## config.mk

```make
export PLATFORM = sky130hd
export DESIGN_NAME = movem_transfer_sequencer
export DESIGN_NICKNAME = d
export VERILOG_FILES = /design/src/hdl/msq_pkg.sv /design/src/hdl/movem_transfer_sequencer.sv /design/src/hdl/msq_front.sv /design/src/hdl/msq_back.sv
export SDC_FILE = /design/constraint.sdc
export NUM_CORES = 1
export LEC_CHECK = 0
export BUFFER_PORTS_ARGS = -buffer_cell sky130_fd_sc_hd__buf_2
export CAP_MARGIN = 20
export CORE_MARGIN = 2
export CORE_UTILIZATION = 60
export CTS_BUF_LIST = sky130_fd_sc_hd__clkbuf_4
export CTS_CLUSTER_DIAMETER = 100
export DETAILED_ROUTE_END_ITERATION = 12
export GPL_ROUTABILITY_DRIVEN = 0
export GPL_TIMING_DRIVEN = 0
export HOLD_SLACK_MARGIN = 0.05
export PLACE_DENSITY = 0.88
export SYNTH_ARGS = -nofsm -noshare
export SYNTH_HDL_FRONTEND = slang
export SYNTH_SLANG_ARGS = --single-unit
```

## constraint.sdc

```tcl
create_clock -name i_clk -period 8.1 [get_ports i_clk]
set_input_delay 1.215 -clock i_clk [delete_from_list [all_inputs] [get_ports i_clk]]
set_output_delay 1.215 -clock i_clk [all_outputs]
set_load 0.05 [all_outputs]
```

## src/hdl/msq_pkg.sv

```systemverilog
`default_nettype none
package msq_pkg;

    // register list geometry
    localparam int LIST_LEN  = 16;
    localparam int IDX_W     = $clog2(LIST_LEN);
    localparam int ADDR_W    = 32;

    // addressing modes and PC-relative register codes
    localparam logic [2:0] MODE_POSTINC  = 3'd3;
    localparam logic [2:0] MODE_PREDEC   = 3'd4;
    localparam logic [2:0] MODE_EXTENDED = 3'd7;
    localparam logic [2:0] REG_PC_DISP   = 3'd2;
    localparam logic [2:0] REG_PC_INDEX  = 3'd3;

    // classified instruction handed from front to back
    typedef struct packed {
        logic                 illegal;
        logic                 predec;
        logic                 to_reg;
        logic                 pspace;
        logic                 wb;
        logic                 long_size;
        logic [2:0]           base;
        logic [LIST_LEN-1:0]  mask;
        logic [ADDR_W-1:0]    addr;
    } t_cmd;

    // one result beat
    typedef struct packed {
        logic              transfer_valid;
        logic [IDX_W-1:0]  register_index;
        logic [ADDR_W-1:0] transfer_address;
        logic              is_write;
        logic              use_initial_base;
        logic              program_space;
        logic              writeback_valid;
        logic [ADDR_W-1:0] writeback_value;
        logic              illegal;
        logic              last;
    } t_result;

    typedef enum logic {
        S_IDLE,
        S_RUN
    } t_seq_state;

endpackage
`default_nettype wire

```

## src/hdl/movem_transfer_sequencer.sv

```systemverilog
// MOVEM sequencer: one instruction in, one beat out per selected register.
// Each instruction yields N beats, N the number of set list bits
// (N = 1 for an empty list or the illegal form). The back sequencer
// loads a command only while idle and emits one transfer per cycle
// while its output slot is free; two commands queue in front of it.
// Reset: synchronous, active low; clears queue, sequencer and output valid.
`default_nettype none
module movem_transfer_sequencer import msq_pkg::*; (
    input  wire logic                 i_clk,
    input  wire logic                 i_rst_n,
    input  wire logic                 push,
    output logic                      full,
    input  wire logic                 i_to_registers,
    input  wire logic                 i_long_size,
    input  wire logic [2:0]           i_ea_mode,
    input  wire logic [2:0]           i_ea_reg,
    input  wire logic [LIST_LEN-1:0]  i_register_mask,
    input  wire logic [ADDR_W-1:0]    i_start_address,
    output logic                      empty,
    input  wire logic                 pop,
    output logic                      o_transfer_valid,
    output logic [IDX_W-1:0]          o_register_index,
    output logic [ADDR_W-1:0]         o_transfer_address,
    output logic                      o_is_write,
    output logic                      o_use_initial_base,
    output logic                      o_program_space,
    output logic                      o_writeback_valid,
    output logic [ADDR_W-1:0]         o_writeback_value,
    output logic                      o_illegal,
    output logic                      o_last
);

    logic    w_cmd_valid;
    t_cmd    w_cmd;
    logic    w_cmd_take;
    logic    w_result_valid;
    t_result w_result;

    // classify and queue
    msq_front u_front (
        .i_clk           (i_clk),
        .i_rst_n         (i_rst_n),
        .i_push          (push),
        .o_full          (full),
        .i_to_registers  (i_to_registers),
        .i_long_size     (i_long_size),
        .i_ea_mode       (i_ea_mode),
        .i_ea_reg        (i_ea_reg),
        .i_register_mask (i_register_mask),
        .i_start_address (i_start_address),
        .o_cmd_valid     (w_cmd_valid),
        .o_cmd           (w_cmd),
        .i_cmd_take      (w_cmd_take)
    );

    // transfer sequencer
    msq_back u_back (
        .i_clk          (i_clk),
        .i_rst_n        (i_rst_n),
        .i_cmd_valid    (w_cmd_valid),
        .i_cmd          (w_cmd),
        .o_cmd_take     (w_cmd_take),
        .i_pop          (pop),
        .o_result_valid (w_result_valid),
        .o_result       (w_result)
    );

    assign empty              = !w_result_valid;
    assign o_transfer_valid   = w_result.transfer_valid;
    assign o_register_index   = w_result.register_index;
    assign o_transfer_address = w_result.transfer_address;
    assign o_is_write         = w_result.is_write;
    assign o_use_initial_base = w_result.use_initial_base;
    assign o_program_space    = w_result.program_space;
    assign o_writeback_valid  = w_result.writeback_valid;
    assign o_writeback_value  = w_result.writeback_value;
    assign o_illegal          = w_result.illegal;
    assign o_last             = w_result.last;

endmodule
`default_nettype wire

```

## src/hdl/msq_front.sv

```systemverilog
`default_nettype none
module msq_front import msq_pkg::*; (
    input  wire logic                 i_clk,
    input  wire logic                 i_rst_n,
    input  wire logic                 i_push,
    output logic                      o_full,
    input  wire logic                 i_to_registers,
    input  wire logic                 i_long_size,
    input  wire logic [2:0]           i_ea_mode,
    input  wire logic [2:0]           i_ea_reg,
    input  wire logic [LIST_LEN-1:0]  i_register_mask,
    input  wire logic [ADDR_W-1:0]    i_start_address,
    output logic                      o_cmd_valid,
    output t_cmd                      o_cmd,
    input  wire logic                 i_cmd_take
);

    t_cmd       w_cmd;
    t_cmd       r_queue [2];
    logic       r_wr_ptr;
    logic       r_rd_ptr;
    logic [1:0] r_count;
    logic       w_push_ok;
    logic       w_take_ok;

    // classify the instruction
    always_comb begin
        w_cmd.illegal   = i_to_registers && (i_ea_mode == MODE_PREDEC);
        w_cmd.predec    = !i_to_registers && (i_ea_mode == MODE_PREDEC);
        w_cmd.to_reg    = i_to_registers;
        w_cmd.pspace    = i_to_registers && (i_ea_mode == MODE_EXTENDED)
                          && ((i_ea_reg == REG_PC_DISP) || (i_ea_reg == REG_PC_INDEX));
        w_cmd.wb        = (i_to_registers && (i_ea_mode == MODE_POSTINC))
                          || (!i_to_registers && (i_ea_mode == MODE_PREDEC));
        w_cmd.long_size = i_long_size;
        w_cmd.base      = i_ea_reg;
        w_cmd.mask      = i_register_mask;
        w_cmd.addr      = i_start_address;
    end

    assign o_full      = (r_count == 2'd2);
    assign o_cmd_valid = (r_count != 2'd0);
    assign o_cmd       = r_queue[r_rd_ptr];
    assign w_push_ok   = i_push && !o_full;
    assign w_take_ok   = i_cmd_take && o_cmd_valid;

    // two-entry command queue storage
    always_ff @(posedge i_clk) begin
        if (w_push_ok) begin
            r_queue[r_wr_ptr] <= w_cmd;
        end
    end

    // queue pointers and fill count
    always_ff @(posedge i_clk) begin
        if (!i_rst_n) begin
            r_wr_ptr <= 1'b0;
            r_rd_ptr <= 1'b0;
            r_count  <= 2'd0;
        end else begin
            if (w_push_ok) begin
                r_wr_ptr <= !r_wr_ptr;
            end
            if (w_take_ok) begin
                r_rd_ptr <= !r_rd_ptr;
            end
            unique case ({w_push_ok, w_take_ok})
                2'b10:   r_count <= r_count + 2'd1;
                2'b01:   r_count <= r_count - 2'd1;
                default: r_count <= r_count;
            endcase
        end
    end

endmodule
`default_nettype wire

```

## src/hdl/msq_back.sv

```systemverilog
`default_nettype none
module msq_back import msq_pkg::*; (
    input  wire logic i_clk,
    input  wire logic i_rst_n,
    input  wire logic i_cmd_valid,
    input  wire t_cmd i_cmd,
    output logic      o_cmd_take,
    input  wire logic i_pop,
    output logic      o_result_valid,
    output t_result   o_result
);

    t_seq_state           r_state;
    t_seq_state           n_state;
    t_cmd                 r_cmd;
    logic [LIST_LEN-1:0]  r_mask;
    logic [LIST_LEN-1:0]  n_mask;
    logic [ADDR_W-1:0]    r_addr;
    logic [ADDR_W-1:0]    n_addr;
    t_result              r_out;
    t_result              n_out;
    logic                 r_out_valid;

    logic                 w_slot_free;
    logic                 w_emit;
    logic                 w_done;
    logic [IDX_W-1:0]     w_low_idx;
    logic [IDX_W-1:0]     w_reg_idx;
    logic [LIST_LEN-1:0]  w_rest_mask;
    logic [ADDR_W-1:0]    w_step;
    logic [ADDR_W-1:0]    w_addr_next;

    assign w_slot_free    = !r_out_valid || i_pop;
    assign o_result_valid = r_out_valid;
    assign o_result       = r_out;

    // lowest remaining list bit
    always_comb begin
        w_low_idx = '0;
        for (int k = LIST_LEN - 1; k >= 0; k--) begin
            if (r_mask[k]) begin
                w_low_idx = IDX_W'(k);
            end
        end
    end

    assign w_rest_mask = r_mask & (r_mask - LIST_LEN'(1));
    assign w_step      = r_cmd.long_size ? ADDR_W'(4) : ADDR_W'(2);
    assign w_addr_next = r_cmd.predec ? (r_addr - w_step) : (r_addr + w_step);
    assign w_reg_idx   = r_cmd.predec ? (IDX_W'(LIST_LEN - 1) - w_low_idx) : w_low_idx;
    assign w_done      = r_cmd.illegal || (r_mask == '0) || (w_rest_mask == '0);

    // next state
    always_comb begin
        n_state = r_state;
        unique case (r_state)
            S_IDLE: begin
                if (i_cmd_valid) begin
                    n_state = S_RUN;
                end
            end
            S_RUN: begin
                if (w_slot_free && w_done) begin
                    n_state = S_IDLE;
                end
            end
            default: n_state = S_IDLE;
        endcase
    end

    // sequencer outputs and result beat
    always_comb begin
        o_cmd_take = 1'b0;
        w_emit     = 1'b0;
        n_mask     = r_mask;
        n_addr     = r_addr;
        n_out      = '0;
        unique case (r_state)
            S_IDLE: begin
                o_cmd_take = i_cmd_valid;
                n_mask     = i_cmd.mask;
                n_addr     = i_cmd.addr;
            end
            S_RUN: begin
                w_emit = w_slot_free;
                if (r_cmd.illegal) begin
                    n_out.illegal = 1'b1;
                    n_out.last    = 1'b1;
                end else if (r_mask == '0) begin
                    // empty list: one beat carrying only the writeback
                    n_out.last            = 1'b1;
                    n_out.writeback_valid = r_cmd.wb;
                    n_out.writeback_value = r_cmd.wb ? r_addr : '0;
                end else begin
                    n_out.transfer_valid   = 1'b1;
                    n_out.register_index   = w_reg_idx;
                    n_out.transfer_address = r_cmd.predec ? w_addr_next : r_addr;
                    n_out.is_write         = !r_cmd.to_reg;
                    n_out.use_initial_base = r_cmd.predec && (w_reg_idx == {1'b1, r_cmd.base});
                    n_out.program_space    = r_cmd.pspace;
                    n_out.last             = (w_rest_mask == '0);
                    n_out.writeback_valid  = r_cmd.wb && (w_rest_mask == '0);
                    n_out.writeback_value  = (r_cmd.wb && (w_rest_mask == '0)) ?
                                             w_addr_next : '0;
                    n_mask                 = w_rest_mask;
                    n_addr                 = w_addr_next;
                end
            end
            default: begin
                o_cmd_take = 1'b0;
            end
        endcase
    end

    // control registers
    always_ff @(posedge i_clk) begin
        if (!i_rst_n) begin
            r_state     <= S_IDLE;
            r_out_valid <= 1'b0;
        end else begin
            r_state <= n_state;
            if (w_emit) begin
                r_out_valid <= 1'b1;
            end else if (i_pop) begin
                r_out_valid <= 1'b0;
            end
        end
    end

    // working registers and output beat
    always_ff @(posedge i_clk) begin
        if (o_cmd_take) begin
            r_cmd <= i_cmd;
        end
        if (o_cmd_take || w_emit) begin
            r_mask <= n_mask;
            r_addr <= n_addr;
        end
        if (w_emit) begin
            r_out <= n_out;
        end
    end

endmodule
`default_nettype wire
```

==> impl_results.md <==
- PostCTS Resize Cnt: 0
- Commonest non-fill, non-tap cell in the layout: edfxtp_1
- Worst Hold Path EP: u_back.o_result[37]
- Initial Utilization: 61.2%
- Worst path required time: 8.60 ns
- Dpl hpwl: 18.9 mm
- Global-route wire length before repair: 44.0 mm
- Max_slew headroom: 33.3%
- Worst setup SP type: flip-flop
- Yosys reg bits: 253
- Net count after synthesis: 1024
- Slew Viols, Final: 0
- ANT nets after route: 0
- Die Y: 145 µm
- Setup TNS: 0 ns
- Worst-path clk slew: 0.07 ns
- Routed via count: 8678
- Latest clock arrival within the worst-skew pair: 0.72 ns
- Max Cap Viol: 0
- Distinct cell type count after synthesis: 72
- Tmin final: 4.51 ns
- Maximum clock frequency: 0.222 GHz
- Routed WL: 28.0 mm
- Syn avg cell area: 12.8 µm²
- Total clock sinks: 253
- Final Setup Violations: 0
- Final period util: 55.6%
- Data arrival, critical path: 5.00 ns
- Layout cells sized above 1: 23.6%
- First-pass iteration count of the detailed router: 8
- Post-placement setup slack: 3.09 ns
- Row cnt: 51
- Post-CTS setup buffers: 0
- Reg-to-reg critical path startpoint: u_back.r_cmd[55]
- Hold depth: 1
- HP Start: u_back.r_cmd[54]
- CTS tree: yes
- RSZ-0062 raised after global routing: false
- Register area share after synthesis: 63.1%
- Largest net degree at the start of global routing: 36
- Buffers on Ports: 136
- Vias in the first global route: 8522
- Final WS setup: 3.59 ns
- R2R setup slack: 3.59 ns
- GRT Residual Overflow: 0
- WS Path Type: flip-flop to flip-flop
- Total CTS buffers: 61
- Remaining DRCs: 0
- Initial antenna violation count: 1
- CP Capture Type: flip-flop
- Skew final: 0.0561 ns
- DR vias/cell: 5.96
- Worst r2r path cells: 14
- Die Width: 145 µm
- Mapped cell area: 0.0119 mm²
- Clk buf depth: 3
- Final hold viol count: 0
- Wire per inst: 19.2 µm
- GRT Total Usage: 26.5%
- Layout Nets: 1230
- Top FF cell, synth: edfxtp_1
- Core Box Area: 0.0195 mm²
- I/O Pins: 137
- Synth warnings: 0
- Status: finished clean
- DR iter-0 viols: 1109
- Post-synth ARST share: 0%
- Least-Margin Pin Slew: 0.996 ns
- Reg-to-Reg End: u_back.o_result[68]
- Area grow syn2layout: 17.0%
- Number of flops mapped to enable cells by yosys: 246
- Most frequent cells in the layout: edfxtp_1, buf_2, clkbuf_4, nor2_1, nand2_1
- Total die area: 0.0210 mm²
- Worst-path fanout max: 10
- CTS root buf: clkbuf_4
- H-tree depth: 2
- Synth Instances: 932
- Min-delay worst type: flip-flop to flip-flop
- Hold buffers post-CTS: 0
[worst max-delay path: stages, from the launching register on]
cell and delay (ns):
edfxtp_1 0.53, clkbuf_1 0.25, clkinv_1 0.23, clkbuf_1 0.50, nor2_1 0.12, ha_1 0.37
nor2b_1 0.19, o2111ai_1 0.16, a311oi_1 0.50, o21ai_0 0.31, a21oi_1 0.29, o211ai_1 0.19
a21oi_1 0.25, o21ai_0 0.14, a21oi_1 0.29
[layout make-up]
type	count	area, µm²
well taps	265	332
plain buffers	44	185
clock buffers	92	691
multi-input cells	614	4160
diodes	1	2.50
clock inverters	24	124
fillers	1265	5520
flip-flops and latches	253	7530
repair buffers	143	843
inverters	21	78.8
[state kept, by name, summed over array words and instances (netlist names), named ones only]
signal and flops:
u_back.o_result 75, u_back.o_result_valid 1, u_back.r_addr 32, u_back.r_cmd 9
u_back.r_mask 16, u_back.r_state 1, u_front.r_count 2, u_front.r_queue 114
u_front.r_rd_ptr 1, u_front.r_wr_ptr 1
[metrics by stage]
step | hold slack [ns] | instances | utilization (%) | area [µm²]
after floorplan | 0.491 | 932 | - | 11900
after global placement | 0.513 | 1333 | 66.4 | 12900
after detailed placement | 0.522 | 1339 | 67.3 | 13100
after CTS | 0.524 | 1455 | 71.5 | 13900
after global routing | 0.538 | 1457 | 71.6 | 13900
final | 0.522 | 1457 | 71.6 | 13900
[layer usage]
metal  up-vias  global-route usage (%)  share of wire (%)
met4         0                    14.3                4.8
met3       114                    6.35                9.8
met1      4038                    32.9                 37
met2       523                    43.4                 48
li1       4003                       -                  -
met5         -                       0                  0
[kinds of logic after synthesis]
logic type | after synthesis | synth area share (%)
simple gates | 258 | 10.4
flops | 253 | 63.1
compound gates | 210 | 11.6
mux | 72 | 6.14
buf+inv | 65 | 2.21
xor+xnor | 40 | 3.00
fa+ha+maj | 34 | 3.53
[Yosys cell counts (17+ instances only)]
cell type	count	area [µm²]
nand2_1	72	270
o21ai_0	58	290
mux2i_1	63	631
edfxtp_1	246	7390
nand3_1	17	85.1
xnor2_1	29	254
inv_1	19	71.3
nor2_1	83	312
a21oi_1	46	230
ha_1	32	400
clkbuf_1	29	109
a22oi_1	18	135
[how the worst max path moves through the flow]
stage	start	to	slack, ns	cells after the start
after detailed placement	u_back.r_cmd[55]	u_back.o_result[68]	3.09	14
after global routing	u_back.r_cmd[55]	u_back.o_result[68]	3.29	14
after CTS	u_back.r_cmd[55]	u_back.o_result[68]	3.09	14
after floorplan	pop	u_back.o_result[0]	2.95	2
final	u_back.r_cmd[55]	u_back.o_result[68]	3.59	14
after global placement	pop	u_back.o_result[13]	1.55	3
Power is left out: the tool's default activity adds up to more than one toggle a clock period on the data nets, which glitch-free logic cannot reach.
